<file path="src/rtl/core/sfrd_pkg.sv">
// Shared constants, types and field table for the status frame receiver and decoder.
package sfrd_pkg;

    localparam int FRAME_BYTES = 128;
    localparam int ADDR_W      = $clog2(FRAME_BYTES);
    localparam int POS_W       = $clog2(FRAME_BYTES + 1);
    localparam int BYTE_W      = 8;
    localparam int VAL_W       = 10;
    localparam int FID_W       = 5;
    localparam int NUM_FIELDS  = 28;
    localparam int DATA_W      = 32;
    localparam int PADDR_W     = 4;

    localparam int FIRST_FIELD_POS = 4;
    localparam int LAST_FIELD_POS  = 75;

    localparam logic [BYTE_W-1:0] CH_START  = 8'h25;  // '%'
    localparam logic [BYTE_W-1:0] CH_TERM   = 8'h5E;  // '^'
    localparam logic [BYTE_W-1:0] CH_REINIT = 8'h52;  // 'R'
    localparam logic [BYTE_W-1:0] CH_ZERO   = 8'h30;  // '0'
    localparam logic [BYTE_W-1:0] CH_NINE   = 8'h39;  // '9'

    localparam logic [VAL_W-1:0]  EXT_CAP_RST   = 10'd320;
    localparam logic [VAL_W-1:0]  BED_CAP_RST   = 10'd150;
    localparam logic [VAL_W-1:0]  PCT_CAP_RST   = 10'd100;
    localparam logic [BYTE_W-1:0] ADDR_CHAR_RST = 8'h49;  // 'I'

    typedef enum logic [1:0] {
        REG_EXT_CAP,
        REG_BED_CAP,
        REG_PCT_CAP,
        REG_ADDR_CHAR
    } cfg_reg_t;

    // field indexes that take part in clamping
    localparam logic [FID_W-1:0] FLD_X_POS   = 5'd15;
    localparam logic [FID_W-1:0] FLD_Y_POS   = 5'd16;
    localparam logic [FID_W-1:0] FLD_Z_POS   = 5'd17;
    localparam logic [FID_W-1:0] FLD_X_MAX   = 5'd18;
    localparam logic [FID_W-1:0] FLD_Y_MAX   = 5'd19;
    localparam logic [FID_W-1:0] FLD_Z_MAX   = 5'd20;
    localparam logic [FID_W-1:0] FLD_L1_USED = 5'd21;
    localparam logic [FID_W-1:0] FLD_L2_USED = 5'd22;
    localparam logic [FID_W-1:0] FLD_L1_MAX  = 5'd23;
    localparam logic [FID_W-1:0] FLD_L2_MAX  = 5'd24;

    localparam int NUM_CLAMP = 5;
    localparam int CL_W      = $clog2(NUM_CLAMP);
    localparam logic [CL_W-1:0] CL_X  = 3'd0;
    localparam logic [CL_W-1:0] CL_Y  = 3'd1;
    localparam logic [CL_W-1:0] CL_Z  = 3'd2;
    localparam logic [CL_W-1:0] CL_L1 = 3'd3;
    localparam logic [CL_W-1:0] CL_L2 = 3'd4;

    typedef enum logic [2:0] {
        KIND_EXT,
        KIND_BED,
        KIND_PCT,
        KIND_NUM,
        KIND_RAW,
        KIND_RST
    } field_kind_t;

    typedef enum logic [1:0] {
        DEC_IDLE,
        DEC_SCAN,
        DEC_DRAIN
    } dec_state_t;

    typedef enum logic [1:0] {
        EMT_IDLE,
        EMT_READ,
        EMT_SHOW
    } emt_state_t;

    typedef struct packed {
        logic              en;
        logic [FID_W-1:0]  addr;
        logic              bad;
        logic [VAL_W-1:0]  val;
    } res_wr_t;

    typedef struct packed {
        logic [NUM_CLAMP-1:0]            bad;
        logic [NUM_CLAMP-1:0][VAL_W-1:0] val;
    } clamp_info_t;

    typedef struct packed {
        logic             start;
        logic [FID_W-1:0] count;
    } emit_req_t;

    function automatic field_kind_t field_kind(input logic [FID_W-1:0] idx);
        field_kind_t k;
        priority if (idx <= 5'd1)  k = KIND_EXT;
        else if (idx == 5'd2)      k = KIND_BED;
        else if (idx <= 5'd4)      k = KIND_EXT;
        else if (idx == 5'd5)      k = KIND_BED;
        else if (idx <= 5'd11)     k = KIND_PCT;
        else if (idx <= 5'd14)     k = KIND_RAW;
        else if (idx <= 5'd24)     k = KIND_NUM;
        else if (idx <= 5'd26)     k = KIND_RAW;
        else                       k = KIND_RST;
        return k;
    endfunction

    // one past the field's last byte
    function automatic logic [POS_W-1:0] field_end(input logic [FID_W-1:0] idx);
        int e;
        priority if (idx < 5'd12) e = 7 + 3 * int'(idx);
        else if (idx < 5'd15)     e = 29 + int'(idx);
        else if (idx < 5'd25)     e = 1 + 3 * int'(idx);
        else                      e = 49 + int'(idx);
        return POS_W'(e);
    endfunction

endpackage

</file>
<file path="src/rtl/core/sfrd_frame_mem.sv">
// Frame byte store: one write port, one registered read port.
module sfrd_frame_mem (
    input  logic                                clk,
    input  logic                                wr_en,
    input  logic [sfrd_pkg::ADDR_W-1:0]         wr_addr,
    input  logic [sfrd_pkg::BYTE_W-1:0]         wr_data,
    input  logic                                rd_en,
    input  logic [sfrd_pkg::ADDR_W-1:0]         rd_addr,
    output logic [sfrd_pkg::BYTE_W-1:0]         rd_data
);
    import sfrd_pkg::*;

    logic [BYTE_W-1:0] mem [FRAME_BYTES];
    logic [BYTE_W-1:0] rd_data_reg;

    always_ff @(posedge clk)
    begin
        if (wr_en)
        begin
            mem[wr_addr] <= wr_data;
        end
    end

    always_ff @(posedge clk)
    begin
        if (rd_en)
        begin
            rd_data_reg <= mem[rd_addr];
        end
    end

    assign rd_data = rd_data_reg;

endmodule

</file>
<file path="src/rtl/core/sfrd_decoder.sv">
// Frame scanner: address test and per-field decode, streaming the frame store.
module sfrd_decoder (
    input  logic                          clk,
    input  logic                          rst_n,
    input  logic                          start,
    input  logic [sfrd_pkg::POS_W-1:0]    count,
    input  logic [sfrd_pkg::VAL_W-1:0]    ext_cap,
    input  logic [sfrd_pkg::VAL_W-1:0]    bed_cap,
    input  logic [sfrd_pkg::VAL_W-1:0]    pct_cap,
    input  logic [sfrd_pkg::BYTE_W-1:0]   addr_char,
    output logic                          rd_en,
    output logic [sfrd_pkg::ADDR_W-1:0]   rd_addr,
    input  logic [sfrd_pkg::BYTE_W-1:0]   rd_data,
    output sfrd_pkg::res_wr_t             res_wr,
    output sfrd_pkg::clamp_info_t         clamp_info,
    output sfrd_pkg::emit_req_t           emit_req,
    output logic                          busy
);
    import sfrd_pkg::*;

    localparam int SUM_W = VAL_W + 4;

    dec_state_t         state_reg, state_next;
    logic [ADDR_W-1:0]  rd_pos_reg, rd_pos_next;
    logic               proc_valid_reg, proc_valid_next;
    logic [ADDR_W-1:0]  proc_pos_reg, proc_pos_next;
    logic [POS_W-1:0]   count_reg, count_next;
    logic [1:0]         match_reg, match_next;
    logic [FID_W-1:0]   fld_reg, fld_next;
    logic [1:0]         dig_reg, dig_next;
    logic [VAL_W-1:0]   acc_reg, acc_next;
    logic               bad_reg, bad_next;
    logic [FID_W-1:0]   n_reg, n_next;
    clamp_info_t        clamp_reg, clamp_next;

    field_kind_t        kind;
    logic               is_digit;
    logic [BYTE_W-1:0]  digit_byte;
    logic [SUM_W-1:0]   acc_sum;
    logic               bad_now;
    logic               done;
    logic               fbad;
    logic [VAL_W-1:0]   fval;
    logic [VAL_W-1:0]   raw_val;
    logic [VAL_W-1:0]   cap_val;
    logic               has_cap;

    always_ff @(posedge clk or negedge rst_n)
    begin
        if (!rst_n)
        begin
            state_reg      <= DEC_IDLE;
            proc_valid_reg <= 1'b0;
        end
        else
        begin
            state_reg      <= state_next;
            proc_valid_reg <= proc_valid_next;
        end
    end

    always_ff @(posedge clk)
    begin
        rd_pos_reg   <= rd_pos_next;
        proc_pos_reg <= proc_pos_next;
        count_reg    <= count_next;
        match_reg    <= match_next;
        fld_reg      <= fld_next;
        dig_reg      <= dig_next;
        acc_reg      <= acc_next;
        bad_reg      <= bad_next;
        n_reg        <= n_next;
        clamp_reg    <= clamp_next;
    end

    assign kind       = field_kind(fld_reg);
    assign is_digit   = (rd_data >= CH_ZERO) && (rd_data <= CH_NINE);
    assign digit_byte = rd_data - CH_ZERO;
    assign acc_sum    = SUM_W'(acc_reg) * SUM_W'(10) + SUM_W'(digit_byte[3:0]);
    assign bad_now    = bad_reg | ~is_digit;

    always_comb
    begin
        has_cap = 1'b1;
        cap_val = ext_cap;
        unique case (kind)
            KIND_EXT: cap_val = ext_cap;
            KIND_BED: cap_val = bed_cap;
            KIND_PCT: cap_val = pct_cap;
            default:  has_cap = 1'b0;
        endcase
    end

    always_comb
    begin
        state_next      = state_reg;
        rd_pos_next     = rd_pos_reg;
        proc_valid_next = proc_valid_reg;
        proc_pos_next   = proc_pos_reg;
        count_next      = count_reg;
        match_next      = match_reg;
        fld_next        = fld_reg;
        dig_next        = dig_reg;
        acc_next        = acc_reg;
        bad_next        = bad_reg;
        n_next          = n_reg;
        clamp_next      = clamp_reg;
        rd_en           = 1'b0;
        rd_addr         = rd_pos_reg;
        res_wr          = '0;
        emit_req        = '0;
        done            = 1'b0;
        fbad            = 1'b0;
        fval            = '0;
        raw_val         = '0;

        // byte read in the previous cycle
        if (proc_valid_reg)
        begin
            if (proc_pos_reg < ADDR_W'(FIRST_FIELD_POS))
            begin
                if (rd_data == addr_char)
                begin
                    match_next = match_reg + 2'd1;
                end
            end
            else if (kind == KIND_RAW || kind == KIND_RST)
            begin
                done = 1'b1;
                fval = (kind == KIND_RST) ? VAL_W'(rd_data == CH_REINIT) : VAL_W'(rd_data);
            end
            else
            begin
                acc_next = acc_sum[VAL_W-1:0];
                bad_next = bad_now;
                dig_next = dig_reg + 2'd1;
                if (dig_reg == 2'd2)
                begin
                    done    = 1'b1;
                    fbad    = bad_now;
                    raw_val = bad_now ? '0 : acc_sum[VAL_W-1:0];
                    fval    = (has_cap && raw_val > cap_val) ? cap_val : raw_val;
                end
            end

            if (done)
            begin
                dig_next = '0;
                acc_next = '0;
                bad_next = 1'b0;
                fld_next = fld_reg + 5'd1;
                // present only when wholly before the terminator
                if (field_end(fld_reg) < count_reg)
                begin
                    res_wr.en   = 1'b1;
                    res_wr.addr = fld_reg;
                    res_wr.bad  = fbad;
                    res_wr.val  = fval;
                    n_next      = fld_reg + 5'd1;
                    if (fld_reg == FLD_X_MAX)
                    begin
                        clamp_next.val[CL_X] = fval;
                        clamp_next.bad[CL_X] = fbad;
                    end
                    if (fld_reg == FLD_Y_MAX)
                    begin
                        clamp_next.val[CL_Y] = fval;
                        clamp_next.bad[CL_Y] = fbad;
                    end
                    if (fld_reg == FLD_Z_MAX)
                    begin
                        clamp_next.val[CL_Z] = fval;
                        clamp_next.bad[CL_Z] = fbad;
                    end
                    if (fld_reg == FLD_L1_MAX)
                    begin
                        clamp_next.val[CL_L1] = fval;
                        clamp_next.bad[CL_L1] = fbad;
                    end
                    if (fld_reg == FLD_L2_MAX)
                    begin
                        clamp_next.val[CL_L2] = fval;
                        clamp_next.bad[CL_L2] = fbad;
                    end
                end
            end
        end

        unique case (state_reg)
            DEC_IDLE:
            begin
                if (start)
                begin
                    count_next      = count;
                    rd_pos_next     = ADDR_W'(1);
                    proc_valid_next = 1'b0;
                    match_next      = '0;
                    fld_next        = '0;
                    dig_next        = '0;
                    acc_next        = '0;
                    bad_next        = 1'b0;
                    n_next          = '0;
                    state_next      = DEC_SCAN;
                end
            end
            DEC_SCAN:
            begin
                rd_en           = 1'b1;
                proc_valid_next = 1'b1;
                proc_pos_next   = rd_pos_reg;
                rd_pos_next     = rd_pos_reg + ADDR_W'(1);
                if (rd_pos_reg == ADDR_W'(LAST_FIELD_POS))
                begin
                    state_next = DEC_DRAIN;
                end
            end
            DEC_DRAIN:
            begin
                proc_valid_next = 1'b0;
                emit_req.start  = (match_next >= 2'd2) && (n_next != '0);
                emit_req.count  = n_next;
                state_next      = DEC_IDLE;
            end
            default:
            begin
                state_next = DEC_IDLE;
            end
        endcase
    end

    assign clamp_info = clamp_reg;
    assign busy       = (state_reg != DEC_IDLE);

endmodule

</file>
<file path="src/rtl/core/sfrd_emitter.sv">
// Result store and output stage: clamps positions and lengths, one result per transfer.
module sfrd_emitter (
    input  logic                          clk,
    input  logic                          rst_n,
    input  sfrd_pkg::res_wr_t             res_wr,
    input  sfrd_pkg::emit_req_t           emit_req,
    input  sfrd_pkg::clamp_info_t         clamp_info,
    output logic [sfrd_pkg::FID_W-1:0]    field_id,
    output logic [sfrd_pkg::VAL_W-1:0]    field_value,
    output logic                          bad_digit,
    output logic                          last_field,
    output logic                          field_valid,
    input  logic                          field_stall,
    output logic                          busy
);
    import sfrd_pkg::*;

    logic [VAL_W:0]     res_mem [NUM_FIELDS];
    logic [VAL_W:0]     rd_data_reg;
    logic               rd_en;

    emt_state_t         state_reg, state_next;
    logic [FID_W-1:0]   idx_reg, idx_next;
    logic [FID_W-1:0]   total_reg, total_next;
    logic               out_valid_reg, out_valid_next;
    logic [FID_W-1:0]   id_reg;
    logic [VAL_W-1:0]   val_reg;
    logic               bad_reg;
    logic               last_reg;

    logic               load;
    logic               is_last;
    logic               use_clamp;
    logic [CL_W-1:0]    slot;
    logic [VAL_W-1:0]   lim;
    logic [VAL_W-1:0]   rd_val;
    logic [VAL_W-1:0]   out_val;

    always_ff @(posedge clk)
    begin
        if (res_wr.en)
        begin
            res_mem[res_wr.addr] <= {res_wr.bad, res_wr.val};
        end
    end

    always_ff @(posedge clk)
    begin
        if (rd_en)
        begin
            rd_data_reg <= res_mem[idx_reg];
        end
    end

    always_ff @(posedge clk or negedge rst_n)
    begin
        if (!rst_n)
        begin
            state_reg     <= EMT_IDLE;
            out_valid_reg <= 1'b0;
        end
        else
        begin
            state_reg     <= state_next;
            out_valid_reg <= out_valid_next;
        end
    end

    always_ff @(posedge clk)
    begin
        idx_reg   <= idx_next;
        total_reg <= total_next;
        if (load)
        begin
            id_reg   <= idx_reg;
            val_reg  <= out_val;
            bad_reg  <= rd_data_reg[VAL_W];
            last_reg <= is_last;
        end
    end

    assign rd_val  = rd_data_reg[VAL_W-1:0];
    assign is_last = (idx_reg == total_reg - 5'd1);

    // clamp only when the whole max group made it into the frame
    always_comb
    begin
        use_clamp = 1'b0;
        slot      = CL_X;
        if (total_reg > FLD_Z_MAX)
        begin
            if (idx_reg == FLD_X_POS)
            begin
                use_clamp = 1'b1;
                slot      = CL_X;
            end
            if (idx_reg == FLD_Y_POS)
            begin
                use_clamp = 1'b1;
                slot      = CL_Y;
            end
            if (idx_reg == FLD_Z_POS)
            begin
                use_clamp = 1'b1;
                slot      = CL_Z;
            end
        end
        if (total_reg > FLD_L2_MAX)
        begin
            if (idx_reg == FLD_L1_USED)
            begin
                use_clamp = 1'b1;
                slot      = CL_L1;
            end
            if (idx_reg == FLD_L2_USED)
            begin
                use_clamp = 1'b1;
                slot      = CL_L2;
            end
        end
        lim     = clamp_info.val[slot];
        out_val = (use_clamp && !clamp_info.bad[slot] && rd_val > lim) ? lim : rd_val;
    end

    always_comb
    begin
        state_next     = state_reg;
        idx_next       = idx_reg;
        total_next     = total_reg;
        out_valid_next = out_valid_reg & field_stall;
        rd_en          = 1'b0;
        load           = 1'b0;

        unique case (state_reg)
            EMT_IDLE:
            begin
                if (emit_req.start)
                begin
                    total_next = emit_req.count;
                    idx_next   = '0;
                    state_next = EMT_READ;
                end
            end
            EMT_READ:
            begin
                rd_en      = 1'b1;
                state_next = EMT_SHOW;
            end
            EMT_SHOW:
            begin
                if (!out_valid_reg || !field_stall)
                begin
                    load           = 1'b1;
                    out_valid_next = 1'b1;
                    if (is_last)
                    begin
                        state_next = EMT_IDLE;
                    end
                    else
                    begin
                        idx_next   = idx_reg + 5'd1;
                        state_next = EMT_READ;
                    end
                end
            end
            default:
            begin
                state_next = EMT_IDLE;
            end
        endcase
    end

    assign field_id    = id_reg;
    assign field_value = val_reg;
    assign bad_digit   = bad_reg;
    assign last_field  = last_reg;
    assign field_valid = out_valid_reg;
    assign busy        = (state_reg != EMT_IDLE) || out_valid_reg;

endmodule

</file>
<file path="src/rtl/core/status_frame_receiver_decoder_top.sv">
// Top level: register port, byte intake into the frame store, scanner and output stage.
// A byte that is not a terminator is taken without a stall; rx_stall stays low between frames.
// After a terminator the scanner reads store positions 1 to 75, one per cycle.
// With an address match each result then passes a result store read and an output load,
// and waits while field_stall is high; rx_stall is high during scan and emission.
// Reset clears write position, control state and output valid, and loads the register
// defaults; frame store contents stay undefined, with no clearing pass.
module status_frame_receiver_decoder_top (
    input  logic                            clk,
    input  logic                            rst_n,
    input  logic                            psel,
    input  logic                            penable,
    input  logic                            pwrite,
    input  logic [sfrd_pkg::PADDR_W-1:0]    paddr,
    input  logic [sfrd_pkg::DATA_W-1:0]     pwdata,
    output logic [sfrd_pkg::DATA_W-1:0]     prdata,
    output logic                            pready,
    input  logic [sfrd_pkg::BYTE_W-1:0]     rx_byte,
    input  logic                            rx_valid,
    output logic                            rx_stall,
    output logic [sfrd_pkg::FID_W-1:0]      field_id,
    output logic [sfrd_pkg::VAL_W-1:0]      field_value,
    output logic                            bad_digit,
    output logic                            last_field,
    output logic                            field_valid,
    input  logic                            field_stall
);
    import sfrd_pkg::*;

    logic [VAL_W-1:0]   ext_cap_reg;
    logic [VAL_W-1:0]   bed_cap_reg;
    logic [VAL_W-1:0]   pct_cap_reg;
    logic [BYTE_W-1:0]  addr_char_reg;
    cfg_reg_t           reg_sel;
    logic               cfg_wr;

    logic [POS_W-1:0]   wp_reg, wp_next;
    logic               rx_xfer;
    logic               mem_wr_en;
    logic [ADDR_W-1:0]  mem_wr_addr;
    logic [BYTE_W-1:0]  mem_wr_data;
    logic               mem_rd_en;
    logic [ADDR_W-1:0]  mem_rd_addr;
    logic [BYTE_W-1:0]  mem_rd_data;
    logic               dec_start;
    logic [POS_W-1:0]   dec_count;
    logic               dec_busy;
    logic               emt_busy;

    res_wr_t            res_wr;
    clamp_info_t        clamp_info;
    emit_req_t          emit_req;

    assign pready  = 1'b1;
    assign reg_sel = cfg_reg_t'(paddr[PADDR_W-1:2]);
    assign cfg_wr  = psel && penable && pwrite;

    always_ff @(posedge clk or negedge rst_n)
    begin
        if (!rst_n)
        begin
            ext_cap_reg   <= EXT_CAP_RST;
            bed_cap_reg   <= BED_CAP_RST;
            pct_cap_reg   <= PCT_CAP_RST;
            addr_char_reg <= ADDR_CHAR_RST;
        end
        else if (cfg_wr)
        begin
            unique case (reg_sel)
                REG_EXT_CAP:   ext_cap_reg   <= pwdata[VAL_W-1:0];
                REG_BED_CAP:   bed_cap_reg   <= pwdata[VAL_W-1:0];
                REG_PCT_CAP:   pct_cap_reg   <= pwdata[VAL_W-1:0];
                REG_ADDR_CHAR: addr_char_reg <= pwdata[BYTE_W-1:0];
                default:       ext_cap_reg   <= ext_cap_reg;
            endcase
        end
    end

    always_comb
    begin
        unique case (reg_sel)
            REG_EXT_CAP:   prdata = DATA_W'(ext_cap_reg);
            REG_BED_CAP:   prdata = DATA_W'(bed_cap_reg);
            REG_PCT_CAP:   prdata = DATA_W'(pct_cap_reg);
            REG_ADDR_CHAR: prdata = DATA_W'(addr_char_reg);
            default:       prdata = '0;
        endcase
    end

    // byte intake
    assign rx_stall = dec_busy | emt_busy;
    assign rx_xfer  = rx_valid & ~rx_stall;

    always_ff @(posedge clk or negedge rst_n)
    begin
        if (!rst_n)
        begin
            wp_reg <= '0;
        end
        else
        begin
            wp_reg <= wp_next;
        end
    end

    always_comb
    begin
        wp_next     = wp_reg;
        mem_wr_en   = 1'b0;
        mem_wr_addr = wp_reg[ADDR_W-1:0];
        mem_wr_data = rx_byte;
        dec_start   = 1'b0;
        dec_count   = wp_reg + POS_W'(1);
        if (rx_xfer)
        begin
            if (rx_byte == CH_START)
            begin
                mem_wr_en   = 1'b1;
                mem_wr_addr = '0;
                wp_next     = POS_W'(1);
            end
            else if (wp_reg < POS_W'(FRAME_BYTES))
            begin
                mem_wr_en = 1'b1;
                if (rx_byte == CH_TERM)
                begin
                    wp_next   = '0;
                    dec_start = 1'b1;
                end
                else
                begin
                    wp_next = wp_reg + POS_W'(1);
                end
            end
        end
    end

    sfrd_frame_mem u_frame_mem (
        .clk     (clk),
        .wr_en   (mem_wr_en),
        .wr_addr (mem_wr_addr),
        .wr_data (mem_wr_data),
        .rd_en   (mem_rd_en),
        .rd_addr (mem_rd_addr),
        .rd_data (mem_rd_data)
    );

    sfrd_decoder u_decoder (
        .clk        (clk),
        .rst_n      (rst_n),
        .start      (dec_start),
        .count      (dec_count),
        .ext_cap    (ext_cap_reg),
        .bed_cap    (bed_cap_reg),
        .pct_cap    (pct_cap_reg),
        .addr_char  (addr_char_reg),
        .rd_en      (mem_rd_en),
        .rd_addr    (mem_rd_addr),
        .rd_data    (mem_rd_data),
        .res_wr     (res_wr),
        .clamp_info (clamp_info),
        .emit_req   (emit_req),
        .busy       (dec_busy)
    );

    sfrd_emitter u_emitter (
        .clk         (clk),
        .rst_n       (rst_n),
        .res_wr      (res_wr),
        .emit_req    (emit_req),
        .clamp_info  (clamp_info),
        .field_id    (field_id),
        .field_value (field_value),
        .bad_digit   (bad_digit),
        .last_field  (last_field),
        .field_valid (field_valid),
        .field_stall (field_stall),
        .busy        (emt_busy)
    );

endmodule
</file>
<file path="config.mk">
export PLATFORM = sky130hd
export DESIGN_NAME = status_frame_receiver_decoder_top
export DESIGN_NICKNAME = d
export VERILOG_FILES = /design/src/rtl/core/sfrd_pkg.sv /design/src/rtl/core/sfrd_frame_mem.sv /design/src/rtl/core/sfrd_decoder.sv /design/src/rtl/core/sfrd_emitter.sv /design/src/rtl/core/status_frame_receiver_decoder_top.sv
export SDC_FILE = /design/constraint.sdc
export NUM_CORES = 2
export LEC_CHECK = 0
export ABC_AREA = 1
export BUFFER_PORTS_ARGS = -buffer_cell sky130_fd_sc_hd__buf_2
export CORE_ASPECT_RATIO = 1.2
export CORE_MARGIN = 5
export CORE_UTILIZATION = 45
export DETAILED_ROUTE_END_ITERATION = 8
export PLACE_DENSITY = 0.61
export SLEW_MARGIN = 15
export SYNTH_ARGS = -nofsm -noshare
export SYNTH_HDL_FRONTEND = slang
export SYNTH_SLANG_ARGS = --single-unit
</file>
<file path="constraint.sdc">
create_clock -name clk -period 6.2 [get_ports clk]
set_input_delay 0.62 -clock clk [delete_from_list [all_inputs] [get_ports clk]]
set_output_delay 0.62 -clock clk [all_outputs]
set_load 0.005 [all_outputs]
</file>
Word-level counts from Yosys, hierarchy flattened
Memories as Yosys holds them, arrays and structs flattened. A register that Yosys moved wholly into a read port is not among the register bits.
Cells that the tools add are included.
{"block": "word_totals", "register_bits": 181, "mem_bits_rw": 1332, "output_inout_bits": 52, "elab_cells": 274, "memories": 2}
{"block": "op_classes", "addsub": 13, "n_mul": 2, "order_cmp": 20, "n_eq_ne": 35, "n_mux": 120, "bitwise_logic": 6, "reduce_logical": 42}
{"memory": "u_frame_mem.mem", "depth": 128, "word_bits": 8, "read_ports": 1, "rd_ports_with_merged_regs": 1, "wr": 1, "line_no": "sfrd_frame_mem.sv:13", "source": "logic [BYTE_W-1:0] mem [FRAME_BYTES];"}
{"memory": "u_emitter.res_mem", "depth": 28, "word_bits": 11, "read_ports": 1, "rd_ports_with_merged_regs": 1, "wr": 1, "line_no": "sfrd_emitter.sv:18", "source": "logic [VAL_W:0] res_mem [NUM_FIELDS];"}
{"op": "two-way mux 10 bit", "count": 13}
{"op": "case mux 32 bit (4 select lines)", "count": 1}
{"op": "two-way mux 8 bit", "count": 9}
{"op": "two-way mux 5 bit", "count": 12}
{"op": "two-way mux 17 bit", "count": 3}
{"op": "== test 5 bit, second input constant", "count": 9}
{"op": "two-way mux 1 bit", "count": 43}
{"op": "two-way mux 3 bit", "count": 11}
{"op": "two-way mux 2 bit", "count": 16}
{"op": "binary-select mux 10 bit (select 3 bit)", "count": 1}
{"op": "AND reduction 4 bit", "count": 6}
{"op": "AND reduction 2 bit", "count": 11}
{"op": "two-way mux 7 bit", "count": 3}
{"op": "greater-than comparator 10 bit", "count": 2}
{"op": "case mux 10 bit (2 select lines)", "count": 1}
{"op": "== test 8 x 7 -> 1 bit, second input constant", "count": 2}
{"op": "case mux 7 bit (2 select lines)", "count": 1}
{"op": "adder 10 x 4 -> 10 bit", "count": 1}
{"op": "adder 5 x 1 -> 5 bit, second input constant", "count": 2}
{"op": "== test 2 bit, second input constant", "count": 5}
{"op": "greater-than comparator 5 bit, second input constant", "count": 2}
{"op": "<= comparator 5 x 4 -> 1 bit, second input constant", "count": 2}
{"op": "<= comparator 5 bit, second input constant", "count": 2}
{"op": "less-than comparator 5 x 4 -> 1 bit, second input constant", "count": 2}
{"op": "52 further kinds", "count": 78}

Logic depth before layout (Yosys ltp)
{"block": "depth", "ltp_word": 25, "ltp_mapped": 29, "mapped_depth_nobuf": 28}

Cells and area by module
A second synthesis with hierarchy kept.
{"block": "hier_totals", "cells_unflattened": 5948, "hier_area_um2": 66211.0}
{"module": "sfrd_frame_mem", "instances": 1, "cells_each": 3575, "area_per_inst_um2": 42184.2}
{"module": "sfrd_emitter", "instances": 1, "cells_each": 1252, "area_per_inst_um2": 14823.0}
{"module": "sfrd_decoder", "instances": 1, "cells_each": 780, "area_per_inst_um2": 6605.1}
{"module": "status_frame_receiver_decoder_top", "instances": 1, "cells_each": 341, "area_per_inst_um2": 2598.7}

Least setup slack after synthesis
No wires, ideal clock.
{"block": "synth_timing", "path_kind": "register to register", "start": "reg u_decoder.fld_reg[1]", "end": "mem u_emitter.res_mem[0][10] (netlist name) (data pin)", "setup_ps": 415, "arrival_ps": 4347, "required_time_ps": 5785, "slack_ps": 1437, "path_stages_with_launch": 20, "n_path_buf": 1, "period_less_slack_ps": 4763, "path_cell_list": "dfxtp_1 ha_1 fa_1 inv_1 nor3_1 inv_1 nor2_1 nand2_1 nand2_1 nand2_1 o21ai_0 nand3_1 o21ai_0 ha_1 a21oi_1 o21ai_0 a21oi_1 nand4_4 buf_6 nor3_1"}
{"item": "start, declared", "line_no": "sfrd_decoder.sv:29", "source": "logic [FID_W-1:0] fld_reg, fld_next;"}
{"item": "start signal, assigned", "line_no": "sfrd_decoder.sv:68", "source": "fld_reg <= fld_next;"}
{"item": "end, declared", "line_no": "sfrd_emitter.sv:18"}

Worst setup path after layout
{"block": "layout_timing", "start": "reg u_decoder.fld_reg[1]", "end": "mem u_emitter.res_mem[1][9] (netlist name) (enable)"}
{"block": "layout_via", "elab_chain_cells": 18}
{"item": "parallel branches: the longest is 14 deep, another holds adder 2 x 8 -> 8 bit"}
{"item": "two-way mux 17 bit *", "line_no": "sfrd_decoder.sv:146", "source": "if (done)"}
{"item": "two-way mux 17 bit *", "line_no": "sfrd_decoder.sv:118", "source": "if (proc_valid_reg)"}
{"item": "two-way mux 1 bit", "line_no": "sfrd_emitter.sv:41", "source": "if (res_wr.en)"}
{"item": "two-way mux 1 bit (not written as such)", "line_no": "sfrd_emitter.sv:43", "source": "res_mem[res_wr.addr] <= {res_wr.bad, res_wr.val};"}
Mark *: on every way between the ends. The select of a mux whose other input is x is not followed.

==> qor.txt <==
Status -> complete, no violations
RSZ-0062 raised after global routing -> no
Crit-path slowest cell -> nor2_1
Die ar. -> 150000 µm²
Required time of the critical path -> 6590 ps
Setup TNS -> 0 ps
Crit Reg-Reg Endpoint -> u_emitter.res_mem[1][9]
Root buffer cell -> clkbuf_16
Register share of total power -> 0.540
Clock Tree Buf Depth -> 3
Hold path start -> field_stall
Sink Count -> 1529
Port Buffers -> 55
Origin of the critical flop-to-flop path -> u_decoder.fld_reg[1]
Fillers -> 12300
Later-pin clock latency in the skew report -> 780 ps
CP Buf/Inv Count -> 4
Ys flop type -> edfxtp_1
Final setup skew -> 34.4 ps
Worst vdd ir -> 0.000265 V
Relative slew slack -> 0.258
Slack of the critical path -> 814 ps
Via density -> 5.76
Crit. End Element -> flip-flop
Post-synthesis sequential area ratio -> 0.711
Layout area overhead -> 11.0%
Setup Buffers After CTS -> 0
Tcrit/Tclk final -> 0.869
Core box area -> 141000 µm²
Layout cells sized above 1 -> 0.0889
Wire per inst -> 23.6 µm
Inst Count DP -> 6975
Gpl congestion -> 0.879
Final setup viols -> 0
Setup slack, reg-to-reg -> 810 ps
Via count -> 41800
Gate power share -> 0.043
CP startpoint kind -> flip-flop
Clock power frac -> 0.417
Hold Path Stages -> 3
Post-layout min period -> 5390 ps
Drt pass-1 iters -> 6
Worst Path Arrival -> 5780 ps
Final Max Slew Viols -> 0
Total gr overflow -> 0
Final Core Density -> 0.502
Total CTS buffers -> 153
Post-DRT Antenna Nets -> 0
Pwr Total -> 21.2 mW
Leak -> 23.3 nW
Fmax -> 0.186 GHz
Count of different cell masters after synthesis -> 65
Drt drc -> 0
First-pass GRT wire length -> 254 mm
R2r worst-path depth -> 22
Initial core utilization -> 0.453
WS Path Type -> reg2reg
Worst hold slack -> 130 ps
Clock Pin Slew Worst Setup and Hold Paths -> 70 ps
Max FFs per register -> 1024
CP delay by family, top -> simple AND/OR/NAND/NOR gates
CP peak stage delay -> 840 ps
Cts repair resizes -> 0
Fin. Hold Viols -> 0
Vias in the first global route -> 40000
Final std cells w/o fill -> 7256
Synthesis warning total -> 0
Placement Cell Area -> 66200 µm²
Worst Path Max Fanout -> 11
Synth Cell Area -> 63900 µm²
Initial antenna violation count -> 1
Yosys reg bits -> 1529
Hpwl dp -> 101 mm
Rows -> 151
Sw Ratio -> 0.220
Initial DRC count -> 4141
Actual slew at the worst max-slew pin -> 1110 ps
Post-synth ARST share -> 0.0340
Internal power -> 16.6 mW
Crit path cell chain -> ha_1, fa_1, inv_1, nor3_1, inv_1, nor2_1, nand2_1, nand2_1, nand2_1, o21ai_0, nand3_1, o21ai_0, ha_1, a21oi_1, o21ai_0, a21oi_1, inv_1, nor2_1, nand3_1, inv_1, nand2_1, nor2_1
CTS tree -> done
Hold Crit Class -> in2reg
Final WL -> 172 mm
Syn Area/Cell -> 12.1 µm²
Synth Instances -> 5283
Largest reg by FF count -> u_frame_mem.mem
Max-capacitance violation count -> 0
NetSw -> 4.68 mW
Hold endpoint -> u_emitter.field_valid
H-tree depth -> 4
Fin area -> 70900 µm²
Die height -> 423 µm
Total GRT Usage -> 0.223
Die width -> 354 µm
Pin count of the biggest net entering global routing -> 183
Post-synth EDFFs -> 1453
PwrDens -> 300 nW/µm²
Nets@finish -> 5419
I/O pin cnt -> 103
Hold buffers post-CTS -> 1
Placement Setup Slack -> 881 ps
[tightest hold or removal path, cell delays in order]
cell     delay, ps
buf_2          110
nand2_1         70
nand2_1         70
[routing by layer]
layer  share of wire  GRT usage  routed length (µm)  up-vias
met4           0.043     0.0946                7400        0
met2            0.49      0.372               83400     1556
li1                -          -                   -    19300
met1            0.41      0.294               69500    20600
met3           0.066     0.0334               11300      326
met5               0          0                   0        -
[kinds of logic after synthesis]
logic type,Yosys count,synth area share
simple gates,1766,0.114
compound gates,1347,0.122
fa+ha+maj,73,0.0146
xor+xnor,33,0.00452
buf+inv,533,0.0346
flops,1529,0.711
other cells,2,0.000118
[area by class of cell]
| type | instances | area [µm²] | share of cell area |
|---|---|---|---|
| Clock inverter | 79 | 674 | 0.00951 |
| Antenna cell | 1 | 2.50 | 0.0000353 |
| Inverter | 196 | 758 | 0.0107 |
| Timing Repair Buffer | 173 | 1300 | 0.0183 |
| Multi-Input combinational cell | 3242 | 16400 | 0.231 |
| Clock buffer | 200 | 4060 | 0.0572 |
| Tap cell | 1836 | 2300 | 0.0324 |
| Sequential cell | 1529 | 45400 | 0.641 |
[cell usage in the layout, fill, tap and decap left out, types with 13 or more instances in the layout]
master / instances
clkinv_2: 20
dfxtp_1: 24
clkbuf_16: 154
nand3_1: 172
conb_1: 23
ha_1: 70
o221ai_1: 100
xor2_1: 25
nand4_1: 37
nor3_1: 23
nand2_2: 21
o22ai_1: 217
nor2_1: 1011
a221oi_1: 17
buf_2: 47
clkinv_1: 37
inv_2: 18
a21oi_1: 97
inv_1: 169
dfrtp_1: 40
a31oi_1: 13
buf_4: 116
o211ai_1: 50
o21ai_0: 781
clkbuf_1: 43
edfxtp_1: 1453
nand2_1: 452
[cells in the mapped netlist, drive strengths merged (5+ instances only)]
library cell,number,share of area
a21oi,107,0.0086
a221oi,17,0.0023
a22oi,12,0.0014
a31oi,13,0.0013
a32oi,5,0.00069
buf,86,0.0083
clkbuf,251,0.015
dfrtp,40,0.016
dfstp,12,0.0049
dfxtp,24,0.0075
edfxtp,1453,0.68
ha,70,0.014
inv,192,0.011
nand2,477,0.029
nand3,179,0.015
nand4,38,0.0040
nor2,1027,0.061
nor3,24,0.0019
o2111ai,8,0.0011
o211ai,50,0.0059
o21a,5,0.00059
o21ai,794,0.062
o221ai,100,0.014
o22ai,217,0.021
o31ai,5,0.00059
or2,9,0.00088
xnor2,8,0.0011
xor2,25,0.0034
[how the worst max path moves through the flow]
stage | start | slack, ps | to | cells after the start
2_1_floorplan | u_decoder.fld_reg[1] | 1440 | u_emitter.res_mem[0][10] | 19
5_1_grt | u_decoder.fld_reg[3] | 350 | u_emitter.res_mem[3][6] | 20
6_report | u_decoder.fld_reg[1] | 810 | u_emitter.res_mem[1][9] | 22
3_5_place_dp | u_decoder.fld_reg[3] | 880 | u_emitter.res_mem[1][4] | 20
3_3_place_gp | u_decoder.fld_reg[1] | 810 | u_emitter.res_mem[1][4] | 22
4_1_cts | u_decoder.fld_reg[3] | 860 | u_emitter.res_mem[1][1] | 20
[power groups by stage]
stage | sequential [mW] | clock, mW | combinational [mW]
6_report | 11.5 | 8.86 | 0.912
5_1_grt | 11.5 | 9.41 | 1.01
4_1_cts | 11.5 | 8.99 | 0.919
3_5_place_dp | 11.7 | 0 | 0.914
3_3_place_gp | 11.7 | 0 | 0.896
2_1_floorplan | 11.6 | 0 | 0.526
No activity file was read; power rests on OpenSTA's default activity.
